**config.mk**
```make
export PLATFORM = sky130hd
export DESIGN_NAME = multichannel_moving_average
export DESIGN_NICKNAME = d
export VERILOG_FILES = /design/src/rtl/mma_pkg.sv /design/src/rtl/mma_div.sv /design/src/rtl/mma_datapath.sv /design/src/rtl/mma_ctrl.sv /design/src/rtl/multichannel_moving_average.sv
export SDC_FILE = /design/constraint.sdc
export NUM_CORES = 1
export LEC_CHECK = 0
export BUFFER_PORTS_ARGS = -buffer_cell sky130_fd_sc_hd__buf_2
export CORE_MARGIN = 2
export CORE_UTILIZATION = 45
export DETAILED_ROUTE_END_ITERATION = 6
export HOLD_SLACK_MARGIN = 0.08
export PLACE_DENSITY = 0.57
export SLEW_MARGIN = 20
export SYNTH_ARGS = -nofsm -noshare
export SYNTH_HDL_FRONTEND = slang
export SYNTH_SLANG_ARGS = --single-unit
```
**constraint.sdc**
```tcl
create_clock -name clk_i -period 13.14 [get_ports clk_i]
set_input_delay 1.971 -clock clk_i [delete_from_list [all_inputs] [get_ports clk_i]]
set_output_delay 1.971 -clock clk_i [all_outputs]
set_load 0.01 [all_outputs]
```
**src/rtl/mma_pkg.sv**
```systemverilog
// Shared types and constants of the multichannel moving average block.
// Item structs, controller command and status structs, register indexes.
// No dependencies.
`timescale 1ns / 1ps

package mma_pkg;

  // fixed field widths
  localparam int unsigned NUM_CHANNELS = 3;
  localparam int unsigned CHANNEL_W    = 2;
  localparam int unsigned SAMPLE_W     = 12;
  localparam int unsigned SUM_W        = 16;
  localparam int unsigned FRAC_W       = 4;
  localparam int unsigned AVG_W        = 16;
  localparam int unsigned COUNT_W      = 4;
  localparam int unsigned DIVIDEND_W   = SUM_W + FRAC_W;

  // configuration port
  localparam int unsigned CFG_LEN_W    = 5;
  localparam int unsigned CFG_DATA_W   = 32;
  localparam int unsigned CFG_ADDR_W   = 4;
  localparam logic [CFG_LEN_W-1:0] CFG_LEN_RESET = 5'd16;

  // register indexes (paddr[3:2])
  localparam logic [1:0] REG_WINDOW_LEN_CH0 = 2'd0;
  localparam logic [1:0] REG_WINDOW_LEN_CH1 = 2'd1;
  localparam logic [1:0] REG_WINDOW_LEN_CH2 = 2'd2;

  // item modes
  localparam logic MODE_SAMPLE = 1'b0;
  localparam logic MODE_CLEAR  = 1'b1;

  typedef struct packed {
    logic                 mode;
    logic [CHANNEL_W-1:0] channel;
    logic [SAMPLE_W-1:0]  sample;
  } in_item_t;

  typedef struct packed {
    logic [CHANNEL_W-1:0] out_channel;
    logic [AVG_W-1:0]     average;
    logic [COUNT_W-1:0]   window_count;
    logic [SAMPLE_W-1:0]  raw_echo;
  } out_item_t;

  typedef logic [NUM_CHANNELS-1:0][CFG_LEN_W-1:0] cfg_lens_t;

  // controller to datapath
  typedef struct packed {
    logic capture;
    logic load;
    logic mod_step;
    logic write;
    logic sub;
    logic div_start;
    logic clear;
    logic load_out;
  } ctrl_cmd_t;

  // datapath to controller
  typedef struct packed {
    logic ch_ok;
    logic mode_clear;
    logic slot_ge_len;
    logic need_sub;
    logic div_busy;
    logic out_free;
  } dp_status_t;

endpackage

```
**src/rtl/mma_div.sv**
```systemverilog
// Restoring divider, one quotient bit per cycle, for the average.
// Depends on mma_pkg for the dividend width.
`timescale 1ns / 1ps

module mma_div import mma_pkg::*; #(
  parameter int unsigned DIVISOR_W = 4
) (
  input  logic                  clk_i,
  input  logic                  rst_ni,
  input  logic                  start_i,
  input  logic [DIVIDEND_W-1:0] dividend_i,
  input  logic [DIVISOR_W-1:0]  divisor_i,
  output logic                  busy_o,
  output logic [DIVIDEND_W-1:0] quotient_o
);

  localparam int unsigned STEP_W = $clog2(DIVIDEND_W);

  logic [DIVIDEND_W-1:0] quo_q;
  logic [DIVISOR_W-1:0]  rem_q;
  logic [DIVISOR_W-1:0]  dvs_q;
  logic [STEP_W-1:0]     step_q;
  logic                  busy_q;

  logic [DIVISOR_W:0]    shifted;
  logic [DIVISOR_W:0]    diff;
  logic                  take;
  logic [DIVISOR_W-1:0]  rem_d;

  // one trial subtraction
  assign shifted = {rem_q, quo_q[DIVIDEND_W-1]};
  assign diff    = shifted - {1'b0, dvs_q};
  assign take    = ~diff[DIVISOR_W];
  assign rem_d   = take ? diff[DIVISOR_W-1:0] : shifted[DIVISOR_W-1:0];

  // iteration control
  always_ff @(posedge clk_i or negedge rst_ni) begin
    if (!rst_ni) begin
      busy_q <= 1'b0;
      step_q <= '0;
    end else if (start_i) begin
      busy_q <= 1'b1;
      step_q <= '0;
    end else if (busy_q) begin
      step_q <= step_q + STEP_W'(1);
      if (step_q == STEP_W'(DIVIDEND_W - 1)) begin
        busy_q <= 1'b0;
      end
    end
  end

  // quotient and remainder shift
  always_ff @(posedge clk_i) begin
    if (start_i) begin
      quo_q <= dividend_i;
      rem_q <= '0;
      dvs_q <= divisor_i;
    end else if (busy_q) begin
      quo_q <= {quo_q[DIVIDEND_W-2:0], take};
      rem_q <= rem_d;
    end
  end

  assign busy_o     = busy_q;
  assign quotient_o = quo_q;

endmodule

```
**src/rtl/mma_datapath.sv**
```systemverilog
// Datapath: per-channel state, sample ring memory, divider and output register.
// Depends on mma_pkg and mma_div; driven by commands from mma_ctrl.
`timescale 1ns / 1ps

module mma_datapath import mma_pkg::*; #(
  parameter int unsigned RING_DEPTH = 16
) (
  input  logic       clk_i,
  input  logic       rst_ni,
  input  in_item_t   in_data_i,
  input  cfg_lens_t  cfg_lens_i,
  input  ctrl_cmd_t  cmd_i,
  output dp_status_t status_o,
  output logic       out_valid_o,
  input  logic       out_stall_i,
  output out_item_t  out_data_o
);

  localparam int unsigned SLOT_W    = $clog2(RING_DEPTH);
  localparam int unsigned LEN_W     = $clog2(RING_DEPTH + 1);
  localparam int unsigned CMP_W     = (LEN_W > CFG_LEN_W) ? LEN_W : CFG_LEN_W;
  localparam int unsigned MEM_DEPTH = NUM_CHANNELS * RING_DEPTH;
  localparam int unsigned ADDR_W    = $clog2(MEM_DEPTH);
  localparam int unsigned CNT_EXT_W = (SLOT_W > COUNT_W) ? SLOT_W : COUNT_W;
  localparam logic [ADDR_W-1:0] RING_BASE_STEP = ADDR_W'(RING_DEPTH);

  // per-channel state
  logic [SLOT_W-1:0]   ch_slot_q [NUM_CHANNELS];
  logic [SLOT_W-1:0]   ch_fill_q [NUM_CHANNELS];
  logic [SUM_W-1:0]    ch_sum_q  [NUM_CHANNELS];
  logic [SAMPLE_W-1:0] ch_raw_q  [NUM_CHANNELS];

  // working registers of the current transaction
  logic [CHANNEL_W-1:0] ch_q;
  logic [SAMPLE_W-1:0]  smp_q;
  logic [SLOT_W-1:0]    slot_q;
  logic [LEN_W-1:0]     len_q;
  logic [SUM_W-1:0]     sum_w_q;
  logic [SLOT_W-1:0]    cnt_w_q;
  logic [SAMPLE_W-1:0]  rd_data_q;
  logic                 res_clear_q;

  // ring memory
  logic [SAMPLE_W-1:0]  ring_mem [MEM_DEPTH];

  // output register
  logic                 out_valid_q;
  out_item_t            out_q;

  logic [CMP_W-1:0]     len_raw;
  logic [LEN_W-1:0]     len_sat;
  logic [LEN_W-1:0]     len_m1;
  logic [SLOT_W-1:0]    next_slot;
  logic [SLOT_W-1:0]    fill_cur;
  logic                 need_sub;
  logic [ADDR_W-1:0]    ch_base;
  logic [ADDR_W-1:0]    wr_addr;
  logic [ADDR_W-1:0]    rd_addr;
  logic                 div_busy;
  logic [DIVIDEND_W-1:0] quotient;
  logic [AVG_W-1:0]     avg_sat;
  logic [CNT_EXT_W-1:0] cnt_ext;

  // window length saturated into [2, RING_DEPTH]
  always_comb begin
    len_raw = CMP_W'(cfg_lens_i[ch_q]);
    priority if (len_raw < CMP_W'(2)) begin
      len_sat = LEN_W'(2);
    end else if (len_raw > CMP_W'(RING_DEPTH)) begin
      len_sat = LEN_W'(RING_DEPTH);
    end else begin
      len_sat = LEN_W'(len_raw);
    end
  end

  // slot advance, window fill and ring addresses
  assign len_m1    = len_q - LEN_W'(1);
  assign next_slot = ((LEN_W'(slot_q) + LEN_W'(1)) == len_q) ? '0 : slot_q + SLOT_W'(1);
  assign fill_cur  = ch_fill_q[ch_q];
  assign need_sub  = LEN_W'(fill_cur) >= len_m1;
  assign ch_base   = ADDR_W'(ch_q) * RING_BASE_STEP;
  assign wr_addr   = ch_base + ADDR_W'(slot_q);
  assign rd_addr   = ch_base + ADDR_W'(next_slot);

  // status to the controller
  always_comb begin
    status_o             = '0;
    status_o.ch_ok       = {1'b0, in_data_i.channel} < (CHANNEL_W + 1)'(NUM_CHANNELS);
    status_o.mode_clear  = in_data_i.mode == MODE_CLEAR;
    status_o.slot_ge_len = LEN_W'(slot_q) >= len_q;
    status_o.need_sub    = need_sub;
    status_o.div_busy    = div_busy;
    status_o.out_free    = ~out_valid_q | ~out_stall_i;
  end

  // per-channel state updates
  always_ff @(posedge clk_i or negedge rst_ni) begin
    if (!rst_ni) begin
      for (int c = 0; c < NUM_CHANNELS; c++) begin
        ch_slot_q[c] <= '0;
        ch_fill_q[c] <= '0;
        ch_sum_q[c]  <= '0;
        ch_raw_q[c]  <= '0;
      end
    end else begin
      if (cmd_i.write) begin
        ch_slot_q[ch_q] <= next_slot;
        ch_raw_q[ch_q]  <= smp_q;
      end
      if (cmd_i.div_start) begin
        ch_sum_q[ch_q]  <= sum_w_q;
        ch_fill_q[ch_q] <= cnt_w_q;
      end
      if (cmd_i.clear) begin
        ch_slot_q[ch_q] <= '0;
        ch_fill_q[ch_q] <= '0;
        ch_sum_q[ch_q]  <= '0;
      end
    end
  end

  // working registers
  always_ff @(posedge clk_i) begin
    if (cmd_i.capture) begin
      ch_q  <= in_data_i.channel;
      smp_q <= in_data_i.sample;
    end
    if (cmd_i.load) begin
      slot_q <= ch_slot_q[ch_q];
      len_q  <= len_sat;
    end
    if (cmd_i.mod_step) begin
      slot_q <= SLOT_W'(LEN_W'(slot_q) - len_q);
    end
    if (cmd_i.write) begin
      sum_w_q <= ch_sum_q[ch_q] + SUM_W'(smp_q);
      cnt_w_q <= need_sub ? SLOT_W'(len_m1) : fill_cur + SLOT_W'(1);
    end
    if (cmd_i.sub) begin
      sum_w_q <= sum_w_q - SUM_W'(rd_data_q);
    end
    if (cmd_i.div_start) begin
      res_clear_q <= 1'b0;
    end
    if (cmd_i.clear) begin
      cnt_w_q     <= '0;
      res_clear_q <= 1'b1;
    end
  end

  // ring write at the current slot, read of the oldest entry
  always_ff @(posedge clk_i) begin
    if (cmd_i.write) begin
      ring_mem[wr_addr] <= smp_q;
      rd_data_q         <= ring_mem[rd_addr];
    end
  end

  // sum * 16 / count
  mma_div #(
    .DIVISOR_W (SLOT_W)
  ) u_div (
    .clk_i      (clk_i),
    .rst_ni     (rst_ni),
    .start_i    (cmd_i.div_start),
    .dividend_i ({sum_w_q, FRAC_W'(0)}),
    .divisor_i  (cnt_w_q),
    .busy_o     (div_busy),
    .quotient_o (quotient)
  );

  // saturate the quotient, clear gives zero
  assign avg_sat = res_clear_q ? '0 :
                   (|quotient[DIVIDEND_W-1:AVG_W]) ? '1 : quotient[AVG_W-1:0];
  assign cnt_ext = CNT_EXT_W'(cnt_w_q);

  // output register
  always_ff @(posedge clk_i or negedge rst_ni) begin
    if (!rst_ni) begin
      out_valid_q <= 1'b0;
    end else if (cmd_i.load_out) begin
      out_valid_q <= 1'b1;
    end else if (!out_stall_i) begin
      out_valid_q <= 1'b0;
    end
  end

  always_ff @(posedge clk_i) begin
    if (cmd_i.load_out) begin
      out_q.out_channel  <= ch_q;
      out_q.average      <= avg_sat;
      out_q.window_count <= cnt_ext[COUNT_W-1:0];
      out_q.raw_echo     <= ch_raw_q[ch_q];
    end
  end

  assign out_valid_o = out_valid_q;
  assign out_data_o  = out_q;

`ifndef NO_ASSERTIONS
  // divider never sees a zero window count
  a_divisor_nonzero: assert property (@(posedge clk_i) disable iff (!rst_ni)
    cmd_i.div_start |-> (cnt_w_q != '0))
    else $error("divider started with zero count");

  // ring slot is reduced below the window length before the write
  a_slot_in_window: assert property (@(posedge clk_i) disable iff (!rst_ni)
    cmd_i.write |-> (LEN_W'(slot_q) < len_q))
    else $error("ring write slot outside the window");
`endif

endmodule

```
**src/rtl/mma_ctrl.sv**
```systemverilog
// Controller state machine: sequences one transaction through the datapath.
// Depends on mma_pkg for the command and status structs.
`timescale 1ns / 1ps

module mma_ctrl import mma_pkg::*; (
  input  logic       clk_i,
  input  logic       rst_ni,
  input  logic       in_valid_i,
  output logic       in_stall_o,
  input  dp_status_t status_i,
  output ctrl_cmd_t  cmd_o
);

  typedef enum logic [8:0] {
    ST_IDLE   = 9'b000000001,
    ST_LOAD   = 9'b000000010,
    ST_MOD    = 9'b000000100,
    ST_WRITE  = 9'b000001000,
    ST_SUB    = 9'b000010000,
    ST_DSTART = 9'b000100000,
    ST_DIV    = 9'b001000000,
    ST_CLR    = 9'b010000000,
    ST_FIN    = 9'b100000000
  } state_e;

  state_e state_q, state_d;

  // next state and commands
  always_comb begin
    state_d = state_q;
    cmd_o   = '0;
    unique case (state_q)
      ST_IDLE: begin
        if (in_valid_i && status_i.ch_ok) begin
          cmd_o.capture = 1'b1;
          state_d       = status_i.mode_clear ? ST_CLR : ST_LOAD;
        end
      end
      ST_LOAD: begin
        cmd_o.load = 1'b1;
        state_d    = ST_MOD;
      end
      ST_MOD: begin
        if (status_i.slot_ge_len) begin
          cmd_o.mod_step = 1'b1;
        end else begin
          state_d = ST_WRITE;
        end
      end
      ST_WRITE: begin
        cmd_o.write = 1'b1;
        state_d     = status_i.need_sub ? ST_SUB : ST_DSTART;
      end
      ST_SUB: begin
        cmd_o.sub = 1'b1;
        state_d   = ST_DSTART;
      end
      ST_DSTART: begin
        cmd_o.div_start = 1'b1;
        state_d         = ST_DIV;
      end
      ST_DIV: begin
        if (!status_i.div_busy) begin
          state_d = ST_FIN;
        end
      end
      ST_CLR: begin
        cmd_o.clear = 1'b1;
        state_d     = ST_FIN;
      end
      ST_FIN: begin
        if (status_i.out_free) begin
          cmd_o.load_out = 1'b1;
          state_d        = ST_IDLE;
        end
      end
      default: begin
        state_d = ST_IDLE;
      end
    endcase
  end

  // state register
  always_ff @(posedge clk_i or negedge rst_ni) begin
    if (!rst_ni) begin
      state_q <= ST_IDLE;
    end else begin
      state_q <= state_d;
    end
  end

  assign in_stall_o = (state_q != ST_IDLE);

`ifndef NO_ASSERTIONS
  // a waiting result is never overwritten
  a_no_result_overwrite: assert property (@(posedge clk_i) disable iff (!rst_ni)
    cmd_o.load_out |-> status_i.out_free)
    else $error("output register loaded while still full");

  // divider is idle when a division starts
  a_div_idle_on_start: assert property (@(posedge clk_i) disable iff (!rst_ni)
    cmd_o.div_start |-> !status_i.div_busy)
    else $error("division started while divider busy");
`endif

endmodule

```
**src/rtl/multichannel_moving_average.sv**
```systemverilog
// Top level of the multichannel moving average: configuration registers,
// controller and datapath. Depends on mma_pkg, mma_ctrl and mma_datapath.
`timescale 1ns / 1ps

// Three channels of running average over 12-bit converter samples. A sample
// transaction passes window load, slot reduction, ring write, a subtraction
// of the oldest sample once the window is full, and the 20-step restoring
// divider; slot reduction repeats while the write slot is not under a
// shortened window length. One transaction is at work at a time, and the
// next one is taken while a finished result waits on the output. Transactions
// for channel 3 are taken and dropped without a result. Window lengths are
// written through the APB port at byte addresses 0, 4 and 8 and are
// saturated into [2, RING_DEPTH]; write them only while the block is idle.

module multichannel_moving_average import mma_pkg::*; #(
  parameter int unsigned RING_DEPTH = 16
) (
  input  logic                  clk_i,
  input  logic                  rst_ni,
  // sample channel
  input  logic                  in_valid_i,
  output logic                  in_stall_o,
  input  in_item_t              in_data_i,
  // result channel
  output logic                  out_valid_o,
  input  logic                  out_stall_i,
  output out_item_t             out_data_o,
  // configuration port
  input  logic                  psel,
  input  logic                  penable,
  input  logic                  pwrite,
  input  logic [CFG_ADDR_W-1:0] paddr,
  input  logic [CFG_DATA_W-1:0] pwdata,
  output logic [CFG_DATA_W-1:0] prdata,
  output logic                  pready
);

  cfg_lens_t  cfg_lens_q;
  ctrl_cmd_t  cmd;
  dp_status_t status;
  logic       cfg_write;

  assign pready    = 1'b1;
  assign cfg_write = psel & penable & pwrite;

  // window length registers
  always_ff @(posedge clk_i or negedge rst_ni) begin
    if (!rst_ni) begin
      for (int c = 0; c < NUM_CHANNELS; c++) begin
        cfg_lens_q[c] <= CFG_LEN_RESET;
      end
    end else if (cfg_write) begin
      unique case (paddr[3:2])
        REG_WINDOW_LEN_CH0: cfg_lens_q[0] <= pwdata[CFG_LEN_W-1:0];
        REG_WINDOW_LEN_CH1: cfg_lens_q[1] <= pwdata[CFG_LEN_W-1:0];
        REG_WINDOW_LEN_CH2: cfg_lens_q[2] <= pwdata[CFG_LEN_W-1:0];
        default: ;
      endcase
    end
  end

  // register read back
  always_comb begin
    unique case (paddr[3:2])
      REG_WINDOW_LEN_CH0: prdata = CFG_DATA_W'(cfg_lens_q[0]);
      REG_WINDOW_LEN_CH1: prdata = CFG_DATA_W'(cfg_lens_q[1]);
      REG_WINDOW_LEN_CH2: prdata = CFG_DATA_W'(cfg_lens_q[2]);
      default:            prdata = '0;
    endcase
  end

  mma_ctrl u_ctrl (
    .clk_i      (clk_i),
    .rst_ni     (rst_ni),
    .in_valid_i (in_valid_i),
    .in_stall_o (in_stall_o),
    .status_i   (status),
    .cmd_o      (cmd)
  );

  mma_datapath #(
    .RING_DEPTH (RING_DEPTH)
  ) u_datapath (
    .clk_i       (clk_i),
    .rst_ni      (rst_ni),
    .in_data_i   (in_data_i),
    .cfg_lens_i  (cfg_lens_q),
    .cmd_i       (cmd),
    .status_o    (status),
    .out_valid_o (out_valid_o),
    .out_stall_i (out_stall_i),
    .out_data_o  (out_data_o)
  );

endmodule
```
==> qor.txt <==
Post-synthesis simple-gate area fraction: 0.0940
Clock sink count: 833
Initial antenna violation count: 1
Share of layout cells above drive strength 1: 0.144
Worst Skew: 0.0239 ns
Critical path type: reg2reg
Synth area leaders: edfxtp_1, dfrtp_1, nand2_1, mux2i_1, a21oi_1
Vias: 21990
Synth Area in Compound Gates: 0.0869
Final Instance Area: 39800 sq um
Post-route setup slack: 6.70 ns
Synth Area in XOR/XNOR: 0.0105
Primary FF master, synth: edfxtp_1
Max cap viols: 0
Worst path cell trace: buf_12 > buf_4 > ha_2 > xor2_4 > buf_12 > buf_4 > o21ai_4 > buf_4 > a22oi_1 > nor3_1 > nor4_1 > o311ai_0
Die area: 81000 sq um
Post-Synthesis Cells: 2642
CTS tree: yes
Final wirelength: 90.9 mm
Slew HR: 0.286
1st-iter DRT viols: 1929
Max incr delay on CP: 0.77 ns
LEAKAGE: 0.0144 uW
CP Data Arrival Time: 6.71 ns
Post-synthesis cell type count: 71
EDFF count, synth: 681
First-pass GRT wire length: 137 mm
Fin. Hold Viols: 0
Critical Path End Type: register
Most frequent cell after synthesis: edfxtp_1
Htree depth: 3
Period utilization: 0.490
Crit path max fanout: 127
Routed Antenna Nets: 0
Clock-pin slew on the worst setup and hold paths: 0.06 ns
Largest net degree at the start of global routing: 128
Core Area: 77700 sq um
CP bufs+invs: 5
Outcome: finished, final reports clean
Critical Path Source Type: register
Largest family of logic cells by synthesized area: simple AND/OR/NAND/NOR gates
Cts-stage hold buffer count: 0
Synthesis-stage register bit count: 833
Post-synth ARST share: 0.167
Wirelength per Cell: 23.8 um
Ys Warns: 0
CP max stage cell: nor4_1
Pwr Density: 156 nW/um^2
HPWL after DPL: 55.1 mm
RSZ-0062 raised after global routing: no
Final Util: 0.512
Max Clock Freq: 0.155 GHz
TritonRoute pass-1 iters: 5
Power Total: 6220 uW
Syn_area_per_cell: 13.4 sq um
Post-layout minimum cycle time: 6.44 ns
Mux share of post-synthesis cell area: 0.0809
CTS Buffer Depth: 3
Residual DRC: 0
Clk_lat worst skew: 0.65 ns
Sequential fraction of the synthesis area: 0.683
Post-synth top cells: edfxtp_1, nand2_1, nor2_1
Max Transition Viols Final: 0
Clock buffer count from CTS: 88
Post_cts resized: 0
Die height: 285 um
Placed instance area: 37000 sq um
Vias in the first global route: 22119
Max VDD drop: 105 uV
Worst slack, placed: 6.83 ns
Adder-cell share of the synthesized area: 0.0164
Postcts setup bufs: 0
Initial core utilization: 0.456
Cell area after synthesis: 35400 sq um
Via density per instance: 5.75
Root Driver: clkbuf_16
Count of buffers from port buffering: 69
Synth area leader: edfxtp_1
Crit-path leading delay family: buffers and inverters
Finish-stage setup viols: 0
Area added between synthesis and finish: 12.4%
Post-synth top area share: 0.577
Grt total ovfl: 0
All-Layer GR Usage: 0.223
Setup TNS: 0 ns
Most used cell along the critical path: buf_4
NumNets Final: 2813
GP Congestion: 0.870
I/O Pins: 127
Width of the die: 285 um
Hold/Removal Path Class: reg2reg
Critical Path RT: 13.41 ns
Row cnt: 102
Slew @ Worst Pin: 1.06 ns
==> cell families after synthesis <==
kind of cell | after synthesis
flip-flops | 833
AND/OR/NAND/NOR | 793
AO/OA/AOI/OAI | 485
buffers and inverters | 224
multiplexers | 220
adder cells (fa/ha/maj) | 44
XOR/XNOR | 41
other | 2
==> sequential cells by signal, summed over array words and instances (netlist names), 9 cells and up <==
signal,flops
u_datapath.ring_mem,576
u_datapath.sum_w_q,16
u_datapath.ch_fill_q,12
u_ctrl.state_q,9
u_datapath.smp_q,12
u_datapath.ch_sum_q,48
u_datapath.out_data_o,34
u_datapath.u_div.quotient_o,20
u_datapath.ch_raw_q,36
u_datapath.ch_slot_q,12
u_datapath.rd_data_q,12
cfg_lens_q,15
==> worst min-delay path, cell delays in order, from the launching register on <==
cell	delay, ns
dfrtp_1	0.34
nand2_1	0.05
nand2_1	0.05
==> routing by layer <==
| metal | GRT usage | wire, um | up-vias |
|---|---|---|---|
| li1 | - | - | 9939 |
| met1 | 0.299 | 38200 | 11237 |
| met2 | 0.383 | 45600 | 693 |
| met3 | 0.0303 | 5120 | 121 |
| met4 | 0.0618 | 1940 | 0 |
| met5 | 0 | 0 | - |
==> cells in the final DEF (no fill, tap or decap), drive strengths merged, types with 5 or more instances in the layout <==
cell / Yosys / routed
nor2: 231 / 231
a21oi: 221 / 221
a22oi: 32 / 32
clkbuf: 99 / 130
nand3: 46 / 46
clkinv: 1 / 27
nand4b: 6 / 6
o32ai: 7 / 7
mux4: 48 / 48
o22ai: 15 / 15
nand2: 387 / 387
a311oi: 16 / 16
mux2: 49 / 49
o221ai: 20 / 20
xor2: 17 / 17
or4: 8 / 8
xnor2: 23 / 23
nor2b: 11 / 11
o21ai: 73 / 73
dfrtp: 135 / 135
mux2i: 123 / 123
and3: 5 / 5
edfxtp: 681 / 681
a211oi: 9 / 9
o311ai: 9 / 9
ha: 40 / 40
nor4: 14 / 14
a21o: 12 / 12
o21a: 7 / 7
buf: 87 / 139
inv: 37 / 40
nand2b: 13 / 13
nor3: 55 / 55
a311o: 32 / 32
dfxtp: 13 / 13
conb: 2 / 28
==> final timing paths <==
| check | startpoint | to | slack, ns | cells past startpoint |
|---|---|---|---|---|
| min | u_datapath.ch_raw_q[23]$_DFFE_PN0P_ | u_datapath.ch_raw_q[23]$_DFFE_PN0P_ | 0.47 | 2 |
| max in group asynchronous | rst_ni | u_datapath.ch_raw_q[14]$_DFFE_PN0P_ | 10.36 | 2 |
| max reg2reg | u_datapath.slot_q[0]$_DFFE_PP_ | u_datapath.rd_data_q[11]$_DFFE_PP_ | 6.70 | 12 |
| min in group asynchronous | rst_ni | u_datapath.u_div.step_q[1]$_DFFE_PN0P_ | 1.34 | 1 |
| max | u_datapath.slot_q[0]$_DFFE_PP_ | u_datapath.rd_data_q[11]$_DFFE_PP_ | 6.70 | 12 |
| min reg2reg | u_datapath.ch_raw_q[23]$_DFFE_PN0P_ | u_datapath.ch_raw_q[23]$_DFFE_PN0P_ | 0.47 | 2 |
==> power breakdown <==
group | switching (uW) | total, uW | leakage, uW | internal (uW)
Clock | 1030 | 2410 | 0.00136 | 1390
Sequential | 55.0 | 3060 | 0.00812 | 3000
Combinational | 516 | 748 | 0.00495 | 232
==> layout make-up <==
cell class | instances | area, sq um
Inverter | 38 | 143
Antenna cell | 1 | 2.50
Sequential cell | 833 | 24200
Multi-Input combinational cell | 1611 | 10500
Tap cell | 1040 | 1300
Clock buffer | 130 | 2470
Fill cell | 6640 | 37900
Timing Repair Buffer | 139 | 902
Clock inverter | 33 | 317
==> metrics by stage <==
| stage | instances | hold slack, ns |
|---|---|---|
| CTS | 3823 | 0.469 |
| detailed placement | 3660 | 0.456 |
| global route | 3824 | 0.486 |
| floorplan | 2668 | 0.424 |
| global placement | 3660 | 0.456 |
| finish | 3825 | 0.466 |
Power figures use the tool's default switching activity.
